[config.mk]
export PLATFORM = sky130hd
export DESIGN_NAME = asht_cell
export DESIGN_NICKNAME = d
export VERILOG_FILES = /design/src/design/asht_pkg.sv /design/src/design/asht_cell.sv
export SDC_FILE = /design/constraint.sdc
export NUM_CORES = 1
export LEC_CHECK = 0
export BUFFER_PORTS_ARGS = -buffer_cell sky130_fd_sc_hd__buf_2
export CORE_MARGIN = 2
export CORE_UTILIZATION = 40
export CTS_BUF_LIST = sky130_fd_sc_hd__clkbuf_2 sky130_fd_sc_hd__clkbuf_4 sky130_fd_sc_hd__clkbuf_8
export DETAILED_ROUTE_END_ITERATION = 8
export GPL_ROUTABILITY_DRIVEN = 0
export SLEW_MARGIN = 20
export SYNTH_ARGS = -nofsm -noshare
export SYNTH_HDL_FRONTEND = slang
export SYNTH_SLANG_ARGS = --single-unit
[constraint.sdc]
create_clock -name clk -period 13.3 [get_ports clk]
set_input_delay 0.665 -clock clk [delete_from_list [all_inputs] [get_ports clk]]
set_output_delay 0.665 -clock clk [all_outputs]
set_load 0.03 [all_outputs]
[src/design/asht_pkg.sv]
// types, codes and helpers shared by the access site hit table
package asht_pkg;

  localparam int unsigned ADDR_W      = 64;
  localparam int unsigned COUNT_W     = 64;
  localparam int unsigned TID_W       = 32;
  localparam int unsigned SLOT_W      = 7;
  localparam int unsigned IDX_W       = 8;
  localparam int unsigned REQ_W       = 2;
  localparam int unsigned STATUS_W    = 3;
  localparam int unsigned MAX_THREADS = 6;

  localparam logic [REQ_W-1:0] REQ_HIT   = 2'd0;
  localparam logic [REQ_W-1:0] REQ_READ  = 2'd1;
  localparam logic [REQ_W-1:0] REQ_CLEAR = 2'd2;

  localparam logic [STATUS_W-1:0] ST_EXISTING = 3'd0;
  localparam logic [STATUS_W-1:0] ST_CLAIMED  = 3'd1;
  localparam logic [STATUS_W-1:0] ST_OVERFLOW = 3'd2;
  localparam logic [STATUS_W-1:0] ST_READ     = 3'd3;
  localparam logic [STATUS_W-1:0] ST_CLEARED  = 3'd4;

  typedef logic [MAX_THREADS-1:0][TID_W-1:0] thread_list_t;

  typedef struct packed {
    logic              cmp_en;
    logic              upd_en;
    logic              hit_op;
    logic              read_op;
    logic              clear_op;
    logic              claim_en;
    logic [ADDR_W-1:0] address;
    logic [TID_W-1:0]  tid;
    logic [IDX_W-1:0]  index;
  } cell_cmd_t;

  typedef struct packed {
    logic [SLOT_W-1:0]  index;
    logic [ADDR_W-1:0]  address;
    logic [COUNT_W-1:0] count;
    thread_list_t       threads;
  } cell_view_t;

  function automatic logic [COUNT_W-1:0] sat_inc(input logic [COUNT_W-1:0] v);
    sat_inc = (&v) ? v : v + COUNT_W'(1);
  endfunction

endpackage

[src/design/asht_cell.sv]
// one table entry: address, count and thread list with its own compare
module asht_cell #(
  parameter int unsigned THREADS_PER_ENTRY = 6,
  parameter int unsigned CELL_ID           = 0
) (
  input  logic                 clk,
  input  logic                 rst,
  input  asht_pkg::cell_cmd_t  cmd,
  input  logic                 prev_used,
  output logic                 used,
  output logic                 match_hit,
  output logic                 free_hit,
  output asht_pkg::cell_view_t view
);
  import asht_pkg::*;

  localparam logic [IDX_W-1:0] MY_ID = IDX_W'(CELL_ID);

  logic [ADDR_W-1:0]                        address;
  logic [COUNT_W-1:0]                       count;
  logic [THREADS_PER_ENTRY-1:0][TID_W-1:0]  slots;
  logic                                     match_q;
  logic                                     free_q;
  logic                                     idx_q;
  logic                                     sel;
  logic                                     tid_seen;
  logic [THREADS_PER_ENTRY-1:0]             slot_take;

  assign match_hit = match_q;
  assign free_hit  = free_q;

  always_comb begin
    sel = (cmd.hit_op & match_q) | (cmd.hit_op & cmd.claim_en & free_q) |
          (cmd.read_op & idx_q);
  end

  // first empty slot takes a new nonzero thread id
  always_comb begin
    logic prior_nz;
    prior_nz = 1'b1;
    tid_seen = 1'b0;
    for (int k = 0; k < THREADS_PER_ENTRY; k++) begin
      if (slots[k] == cmd.tid) begin
        tid_seen = 1'b1;
      end
    end
    for (int k = 0; k < THREADS_PER_ENTRY; k++) begin
      slot_take[k] = !tid_seen && (cmd.tid != '0) && (slots[k] == '0) && prior_nz;
      prior_nz = (slots[k] != '0);
    end
  end

  always_ff @(posedge clk) begin
    if (rst) begin
      used    <= 1'b0;
      match_q <= 1'b0;
      free_q  <= 1'b0;
      idx_q   <= 1'b0;
    end else begin
      if (cmd.cmp_en) begin
        match_q <= used && (address == cmd.address);
        free_q  <= !used && prev_used && (cmd.address != '0);
        idx_q   <= (cmd.index == MY_ID);
      end
      if (cmd.upd_en) begin
        if (cmd.clear_op) begin
          used <= 1'b0;
        end else if (cmd.hit_op && sel && !match_q) begin
          used <= 1'b1;
        end
      end
    end
  end

  always_ff @(posedge clk) begin
    if (cmd.upd_en && cmd.hit_op && sel) begin
      if (match_q) begin
        count <= sat_inc(count);
        for (int k = 0; k < THREADS_PER_ENTRY; k++) begin
          if (slot_take[k]) begin
            slots[k] <= cmd.tid;
          end
        end
      end else begin
        address <= cmd.address;
        count   <= COUNT_W'(1);
        for (int k = 0; k < THREADS_PER_ENTRY; k++) begin
          slots[k] <= (k == 0) ? cmd.tid : '0;
        end
      end
    end
  end

  always_comb begin
    view = '0;
    if (sel && used) begin
      view.index   = MY_ID[SLOT_W-1:0];
      view.address = address;
      view.count   = count;
      for (int k = 0; k < THREADS_PER_ENTRY; k++) begin
        view.threads[k] = slots[k];
      end
    end
  end

endmodule

Word level (Yosys, flattened, before mapping) --
Index checks and enable logic that the tools add are counted.
Cells by class: add/subtract/negate cells 1, equal/unequal tests 14, muxes and demuxes 17, bitwise gates (word level) 7, reductions and logical operators 48
Operators by type and width (count):
- $mux W320 | 1
- $mux W32 | 7
- $eq A32 B32 Y1 | 6
- $logic_not A32 Y1 | 6
- $reduce_bool A32 Y1 | 6
- $add A64 B1 Y64 const B | 1
- $eq A64 B64 Y1 | 1
- $mux W64 | 1
- $reduce_and A64 Y1 | 1
- $reduce_bool A64 Y1 | 1
- $logic_and A1 B1 Y1 | 20
- $reduce_and A2 Y1 | 9
- $ne A2 B1 Y1 const B | 6
- $logic_not A8 Y1 | 1
- $mux W1 | 8
- $and A1 B1 Y1 | 4
- $logic_not A1 Y1 | 3
- $ne A2 B2 Y1 const B | 1
- $or A1 B1 Y1 | 2
- $reduce_bool A2 Y1 | 1
- $not A1 Y1 | 1
Word-level totals: register bits after elaboration 324, output and inout port bits 330

Depth between registers and ports, before layout --
Gate-level depths: netlist of run 1.
depth after elaboration 13, gate-level depth with buffers 9

Least setup slack after synthesis of run 1 --
Ideal clock, no wire load.
path kind register to register, start register count[20], end register count[0], enable pin, setup time 507 ps, data arrival time 4481 ps, setup slack 8312 ps, stages on the path, launching flop included 7, period minus slack after synthesis 4988 ps, cells stage by stage edfxtp_1 > and4_1 > and4_1 > nand3_1 > clkbuf_1 > nor3_1 > a21oi_1
On the way: word-level cells in the longest chain between the ends 3
RTL lines:
- start: declaration | RTL line asht_cell.sv:20 | logic [COUNT_W-1:0] count;
- start signal: assignment | RTL line asht_cell.sv:78 | count <= sat_inc(count);
- $reduce_and A64 Y1 | RTL line asht_pkg.sv:45 | sat_inc = (&v) ? v : v + COUNT_W'(1);
- $ne A2 B2 Y1 (no line)
- $reduce_and A2 Y1 (no line)
No other way between the ends. A chain may end at the register's enable or synchronous reset.

==> key figures, run 1 <==
Run status
  • Status: finished clean

Die
  • # rows: 77
  • Die Ht: 215 um
  • Initial cell density of the core: 40.3%
  • Die ar.: 46100 um2
  • CORE AREA: 44000 um2
  • Ports: 443
  • Die width: 215 um

Detailed routing
  • Via/cell ratio: between 5 and 6
  • DRC viols: 0
  • Final ANT Viol Nets: 0
  • Routed via count: between 10000 and 15000
  • Iter 0 DRT Violations: ~1700
  • TritonRoute pass-1 iters: 7
  • Final WL: around 65000 um
  • WL/cell: between 20 and 30 um

STA
  • RSZ-0062 raised after global routing: no
  • Max Slew Vio Count: 0
  • Hold Fails Final Rpt: 0
  • Final setup vio count: 0
  • Final Skew: ~0.053 ns
  • Headroom to the max-slew limit: 26.1%
  • Fin crit period: 3.96 ns
  • Fmax: ~250 MHz
  • Worst Tran Pin Value: 1.11 ns
  • Final period util: ~30%
  • Setup TNS: 0 ns

Synthesis
  • Post-synthesis cell area: 17700 um2
  • Syn_area_per_cell: 11.4 um2
  • Synth unique cells: 47
  • Mapped Cells: between 1500 and 2000
  • FFs w/ async S/R, synth: 0%
  • Yosys warns: 0
  • Top FF cell, synth: edfxtp_1
  • Post-synthesis sequential area ratio: 54.6%
  • #FFs+latches synth: 324
  • Post-synth EDFFs: 320

CTS
  • CTS Buf Count: 56
  • Worst-Skew Late Latency: 0.68 ns
  • H-tree depth: 2
  • Post-CTS setup repair buffer count: 0
  • CTS tree: done
  • # clock sinks: 324
  • Post-cts sizing count: 0
  • Post-CTS Hold Buffers: 0
  • CTS Buffer Depth: 3
  • Worst-path clk slew: 0.06 ns
  • Clock root buffer: clkbuf_8

Pwr
  • Combinational group share of total power: 5.1%
  • Sequential Power Share: 49.8%
  • Worst vdd ir: 0.0000617 V
  • Cell Pwr Density: 104 nW/um2
  • Switching power: 0.525 mW
  • Static Leak: 9.93 nW
  • Share of total power in the clock network: between 40% and 50%
  • Internal power: 1.71 mW
  • Net Sw Frac: 23.4%

Job
  • Max-Cap Viols: 0

Critical path
  • Crit start category: flop
  • Crit-path slowest cell: buf_4
  • Required @ worst endpoint: around 13 ns
  • Crit-path cells: a21o_1, a22o_4, buf_4, and3_1, buf_2
  • CP top delay family: buffers and inverters
  • Crit path kind: reg -> out
  • Data arrival, critical path: between 3 and 4 ns
  • Critical Path Max Stage Delay: roughly 0.79 ns
  • Setup crit end kind: output pin
  • Worst-path fanout max: 132
  • WP buf/inv: 2

Cells and area
  • Share of post-route cells with drive strength above 1: 28.3%
  • Commonest non-fill, non-tap cells in the layout: buf_2 (435), and3_1 (329), edfxtp_1 (320), xnor2_1 (208), nor4_1 (112)
  • Fill cells: about 4000
  • Area Overhead vs Synth: 21.4%
  • Fin area: around 22000 um2
  • Final Util: 48.9%
  • Most common cell after layout, fill and taps aside: buf_2
  • Nets: 2048

Place
  • Hpwl dp: ~48000 um
  • Post-DP Area: about 20000 um2
  • I/O Buffers: ~440

GRT
  • Vias in the first global route: 14400
  • Largest net degree at the start of global routing: 143
  • Total global routing overflow: 0
  • All-Layer GR Usage: 27.2%
  • First-pass GRT wire length: 93800 um
  • Initial antenna violation count: 2

Hold path
  • Class of the worst hold path: in -> reg
-- metrics by stage --
| stage | hold WS [ns] | total power, mW | setup slack [ns] | instances |
|---|---|---|---|---|
| floorplan | 0.444 | 1.20 | 8.31 | 1557 |
| global placement | 0.475 | 1.25 | 9.57 | 2468 |
| detailed placement | 0.483 | 1.25 | 9.48 | 2468 |
| global route | 0.166 | 2.30 | 9.13 | 2572 |
| CTS | 0.134 | 2.25 | 9.32 | 2571 |
| finish | 0.198 | 2.24 | 9.34 | 2574 |
-- final cells by class --
cell class              count  area [um2]  share of cell area (%)
flip-flops and latches    324        9690                    45.0
multi-input cells        1080        7520                    34.9
repair buffers            448        2270                    10.6
clock buffers              65         838                    3.89
well taps                 592         741                    3.44
clock inverters            38         382                    1.77
inverters                  24        90.1                   0.418
diodes                      3        7.51                  0.0348
-- kinds of logic (layout without fill, tap and decap cells) --
| logic type | count (synthesis) | after routing | share of synthesized area (%) |
|---|---|---|---|
| fa+ha+maj | 1 | 1 | 0.0705 |
| xor+xnor | 296 | 296 | 14.6 |
| buf+inv | 153 | 575 | 3.54 |
| simple gates | 730 | 730 | 25.4 |
| flops | 324 | 324 | 54.6 |
| other cells | 1 | 10 | 0.0211 |
| compound gates | 46 | 46 | 1.78 |
-- Yosys cell counts, drive strengths merged (4+ instances only) --
library cell	number	share of area, %
nor3	17	0.56
nor2	14	0.30
nand3	24	0.71
and2	80	2.8
nor2b	12	0.42
inv	24	0.51
and3	329	12
xor2	88	4.3
dfxtp	4	0.45
o22ai	6	0.21
or3	7	0.25
a21oi	4	0.11
xnor2	208	10
nand2b	6	0.21
o21ai	10	0.28
nand2	29	0.61
buf	11	0.54
edfxtp	320	54
a21boi	7	0.30
o211ai	4	0.17
nor4	114	4.1
nand4	85	3.2
clkbuf	118	2.5
and4	8	0.39
-- registers in the layout (all words and copies together), names as in the netlist --
name	count
match_hit	1
address	64
idx_q	1
free_hit	1
used	1
slots	192
count	64
-- power groups by stage --
stage,registers (mW),clock network (mW),logic (mW)
floorplan,1.14,0,0.0622
global placement,1.14,0,0.111
detailed placement,1.14,0,0.112
CTS,1.12,1.02,0.113
global route,1.11,1.07,0.121
finish,1.12,1.01,0.115
-- worst paths after layout --
path / end / slack (ns) / from / cells after the start
max: view[207] / 9.34 / match_hit$_SDFFE_PP0P_ / 5
min: used$_SDFFE_PP0P_ / 0.20 / cmd[105] / 2
max reg2reg: slots[99]$_SDFFCE_PN0P_ / 9.68 / match_hit$_SDFFE_PP0P_ / 7
min reg2reg: free_hit$_SDFFE_PP0P_ / 0.49 / free_hit$_SDFFE_PP0P_ / 2
-- routing by layer --
| layer | vias to the layer above | GRT usage (%) | wire length [um] |
|---|---|---|---|
| met1 | 7255 | 35.3 | 25900 |
| met4 | 2 | 14.1 | 3540 |
| met5 | - | 0 | 11 |
| met2 | 945 | 43.4 | 29800 |
| li1 | 6549 | - | - |
| met3 | 219 | 5.40 | 5910 |
No activity file was read; power rests on OpenSTA's default activity.
==> inputs of run 2 (changes only) <==
--- a/config.mk
+++ b/config.mk
@@ -11,6 +11,7 @@
 export CTS_BUF_LIST = sky130_fd_sc_hd__clkbuf_2 sky130_fd_sc_hd__clkbuf_4 sky130_fd_sc_hd__clkbuf_8
 export DETAILED_ROUTE_END_ITERATION = 8
 export GPL_ROUTABILITY_DRIVEN = 0
+export PLACE_DENSITY = 0.65
 export SLEW_MARGIN = 20
 export SYNTH_ARGS = -nofsm -noshare
 export SYNTH_HDL_FRONTEND = slang
==> constraint.sdc (replaced) <==
create_clock -name clk -period 3.5 [get_ports clk]
set_input_delay 0.175 -clock clk [delete_from_list [all_inputs] [get_ports clk]]
set_output_delay 0.175 -clock clk [all_outputs]
set_load 0.03 [all_outputs]
==> key figures, run 2 (synthesis results as in run 1) <==
CTS
  • # clock sinks: 324 (unchanged)
  • Clock root buffer: clkbuf_8
  • Post-CTS setup repair buffer count: 0 (unchanged)
  • CTS Buf Count: 54 (-3.6%)
  • H-tree depth: 2 (unchanged)
  • Worst-path clk slew: 0.06 ns (about the same)
  • Worst-Skew Late Latency: 0.67 ns (about the same)
  • CTS tree: done
  • CTS Buffer Depth: 3 (unchanged)

STA
  • Fmax: 334 MHz
  • Max Slew Vio Count: 0 (unchanged)
  • Worst Tran Pin Value: 1.14 ns (+0.0366 ns)
  • Headroom to the max-slew limit: 23.7% (-2.4 points)
  • Final setup vio count: 0 (unchanged)
  • RSZ-0062 raised after global routing: no
  • Hold Fails Final Rpt: 0 (unchanged)
  • Fin crit period: 2.99 ns
  • Min Hold Slack: 0.309 ns (+0.111 ns)
  • Final period util: 85.5%
  • Setup TNS: 0 ns (unchanged)
  • Final Skew: 0.0500 ns (-0.00283 ns)

Cells and area
  • Most common cell after layout, fill and taps aside: buf_2
  • Area Overhead vs Synth: 26.8%
  • Nets: 2155 (+5.2%)
  • Largest register FFs: 192 (unchanged)
  • Share of post-route cells with drive strength above 1: 27.0% (-1.3 points)
  • Top Registers: slots: 192 flops, address: 64 flops, count: 64 flops
  • Fin area: 22500 um2 (+4.4%)
  • Commonest non-fill, non-tap cells in the layout: buf_2 (435), and3_1 (329), edfxtp_1 (320), xnor2_1 (208), nor4_1 (112)
  • Final Util: 51.1% (+2.2 points)
  • Largest register by flop count: slots

GRT
  • Largest net degree at the start of global routing: 321 (+120%)
  • Vias in the first global route: 15200 (+5.7%)
  • Initial antenna violation count: 3 (+1)
  • First-pass GRT wire length: 95800 um (+2.1%)
  • All-Layer GR Usage: 27.4% (+0.17 points)
  • Total global routing overflow: 0 (unchanged)

Pwr
  • Sequential Power Share: 52.1% (+2.3 points)
  • Share of total power in the clock network: 41.3% (-3.7 points)
  • Combinational group share of total power: 6.6% (+1.5 points)
  • Cell Pwr Density: 362 nW/um2 (+250%)
  • Static Leak: 10.3 nW (+4.1%)
  • Internal power: 6.18 mW (+260%)
  • Switching power: 1.95 mW (+270%)
  • Net Sw Frac: 24.0% (+0.56 points)
  • Worst vdd ir: 0.000243 V (+290%)

Detailed routing
  • Routed via count: 15600 (+4.5%)
  • Final WL: 65600 um (+0.74%)
  • Metal3 WL: 7060 um (+19%)
  • Iter 0 DRT Violations: 2120 (+27%)
  • Via/cell ratio: 5.83 (+0.32%)
  • Top Layer Used: met4
  • Final ANT Viol Nets: 0 (unchanged)
  • WL/cell: 24.5 um (-3.2%)
  • Met2 wire len: 29500 um (-0.92%)
  • DRC viols: 0 (unchanged)
  • TritonRoute pass-1 iters: 6 (-1)
  • M1 wire length: 25800 um (-0.21%)

Critical path
  • Crit-path cells: a21o_1, a22o_4, nand3_1, a211oi_1, o211ai_1, buf_4, o21ai_2, buf_4
  • FF-to-FF End: slots[73]$_SDFFCE_PN0P_
  • Setup crit end kind: flop
  • Crit path kind: reg -> reg
  • Data arrival, critical path: 3.34 ns (+0.05 ns)
  • Required @ worst endpoint: 3.85 ns (-8.79 ns)
  • R2R cell count: 8 (+1)
  • Origin of the worst setup path: free_hit$_SDFFE_PP0P_
  • Worst-path fanout max: 18 (-86%)
  • Critical Path Max Stage Delay: 0.61 ns (-0.18 ns)
  • Worst Setup EP: slots[73]$_SDFFCE_PN0P_
  • RR Startpoint: free_hit$_SDFFE_PP0P_
  • Crit start category: flop
  • Crit-path slowest cell: o21ai_2
  • Most frequent CP cell: buf_4
  • R2R Setup Slk: 0.51 ns (-9.17 ns)

Die
  • Die Ht: 215 um (unchanged)
  • Die width: 215 um (unchanged)
  • CORE AREA: 44000 um2 (unchanged)
  • Die ar.: 46100 um2 (unchanged)
  • Initial cell density of the core: 40.3% (unchanged)
  • # rows: 77 (unchanged)
  • Ports: 443 (unchanged)

Run status
  • Status: finished clean

Place
  • I/O Buffers: 435 (unchanged)
  • Post-DP Area: 20400 um2 (+0.37%)
  • Hpwl dp: 46800 um (-2.5%)

Job
  • Max-Cap Viols: 0 (unchanged)

Hold path
  • Class of the worst hold path: in -> reg
[run 2: worst min-delay path by stage]
| stage | from | to | slack [ns] | cells after the start |
|---|---|---|---|---|
| after floorplan | rst | free_hit$_SDFFE_PP0P_ | 0.24 | 1 |
| after global placement | cmd[105] | used$_SDFFE_PP0P_ | 0.36 | 2 |
| after detailed placement | cmd[105] | used$_SDFFE_PP0P_ | 0.35 | 2 |
| after CTS | cmd[68] | address[28]$_DFFE_PP_ | 0.24 | 2 |
| after global routing | cmd[58] | address[18]$_DFFE_PP_ | 0.28 | 2 |
| final | cmd[68] | address[28]$_DFFE_PP_ | 0.31 | 2 |
[run 2: layer usage]
layer	vias to the layer above	track usage, %
li1	6761	-
met1	7573	36.3
met2	1076	42.4
met3	227	6.26
met4	0	13.7
met5	-	0
[run 2: final cells by class]
cell class              instances  area, um2
well taps                     592        741
inverters                      24       90.1
flip-flops and latches        324       9690
multi-input cells            1080       7520
fillers                      3942      21500
clock buffers                  72        878
diodes                          3       7.51
clock inverters                28        181
repair buffers                557       3390
[run 2: power by group through the flow]
stage	Combinational [mW]	Clock (mW)	Sequential (mW)
6_report	0.539	3.36	4.24
5_1_grt	0.560	3.58	4.24
4_1_cts	0.520	3.43	4.24
3_5_place_dp	0.427	0	4.32
3_3_place_gp	0.424	0	4.32
2_1_floorplan	0.237	0	4.32
[run 2: timing repair]
item                      4_1_cts  5_1_grt
hold buffers                  104        0
hold endpoints to repair      100        0
gates resized for setup         0        0
[run 2: critical path: cells and delay by family, from the launching register on]
| family | cells | cell delay [ns] |
|---|---|---|
| AOI/OAI and AO/OA | 5 | 1.46 |
| DFF | 1 | 0.36 |
| buffers and inverters | 2 | 0.60 |
| and+or+nand+nor | 1 | 0.28 |
[run 2: through the flow]
stage               power (mW)  cells  setup slack [ns]
floorplan                 4.56   1557            -0.193
global placement          4.74   2473             0.573
detailed placement        4.75   2473             0.520
CTS                       8.19   2677             0.523
global route              8.37   2680             0.373
finish                    8.14   2680             0.507
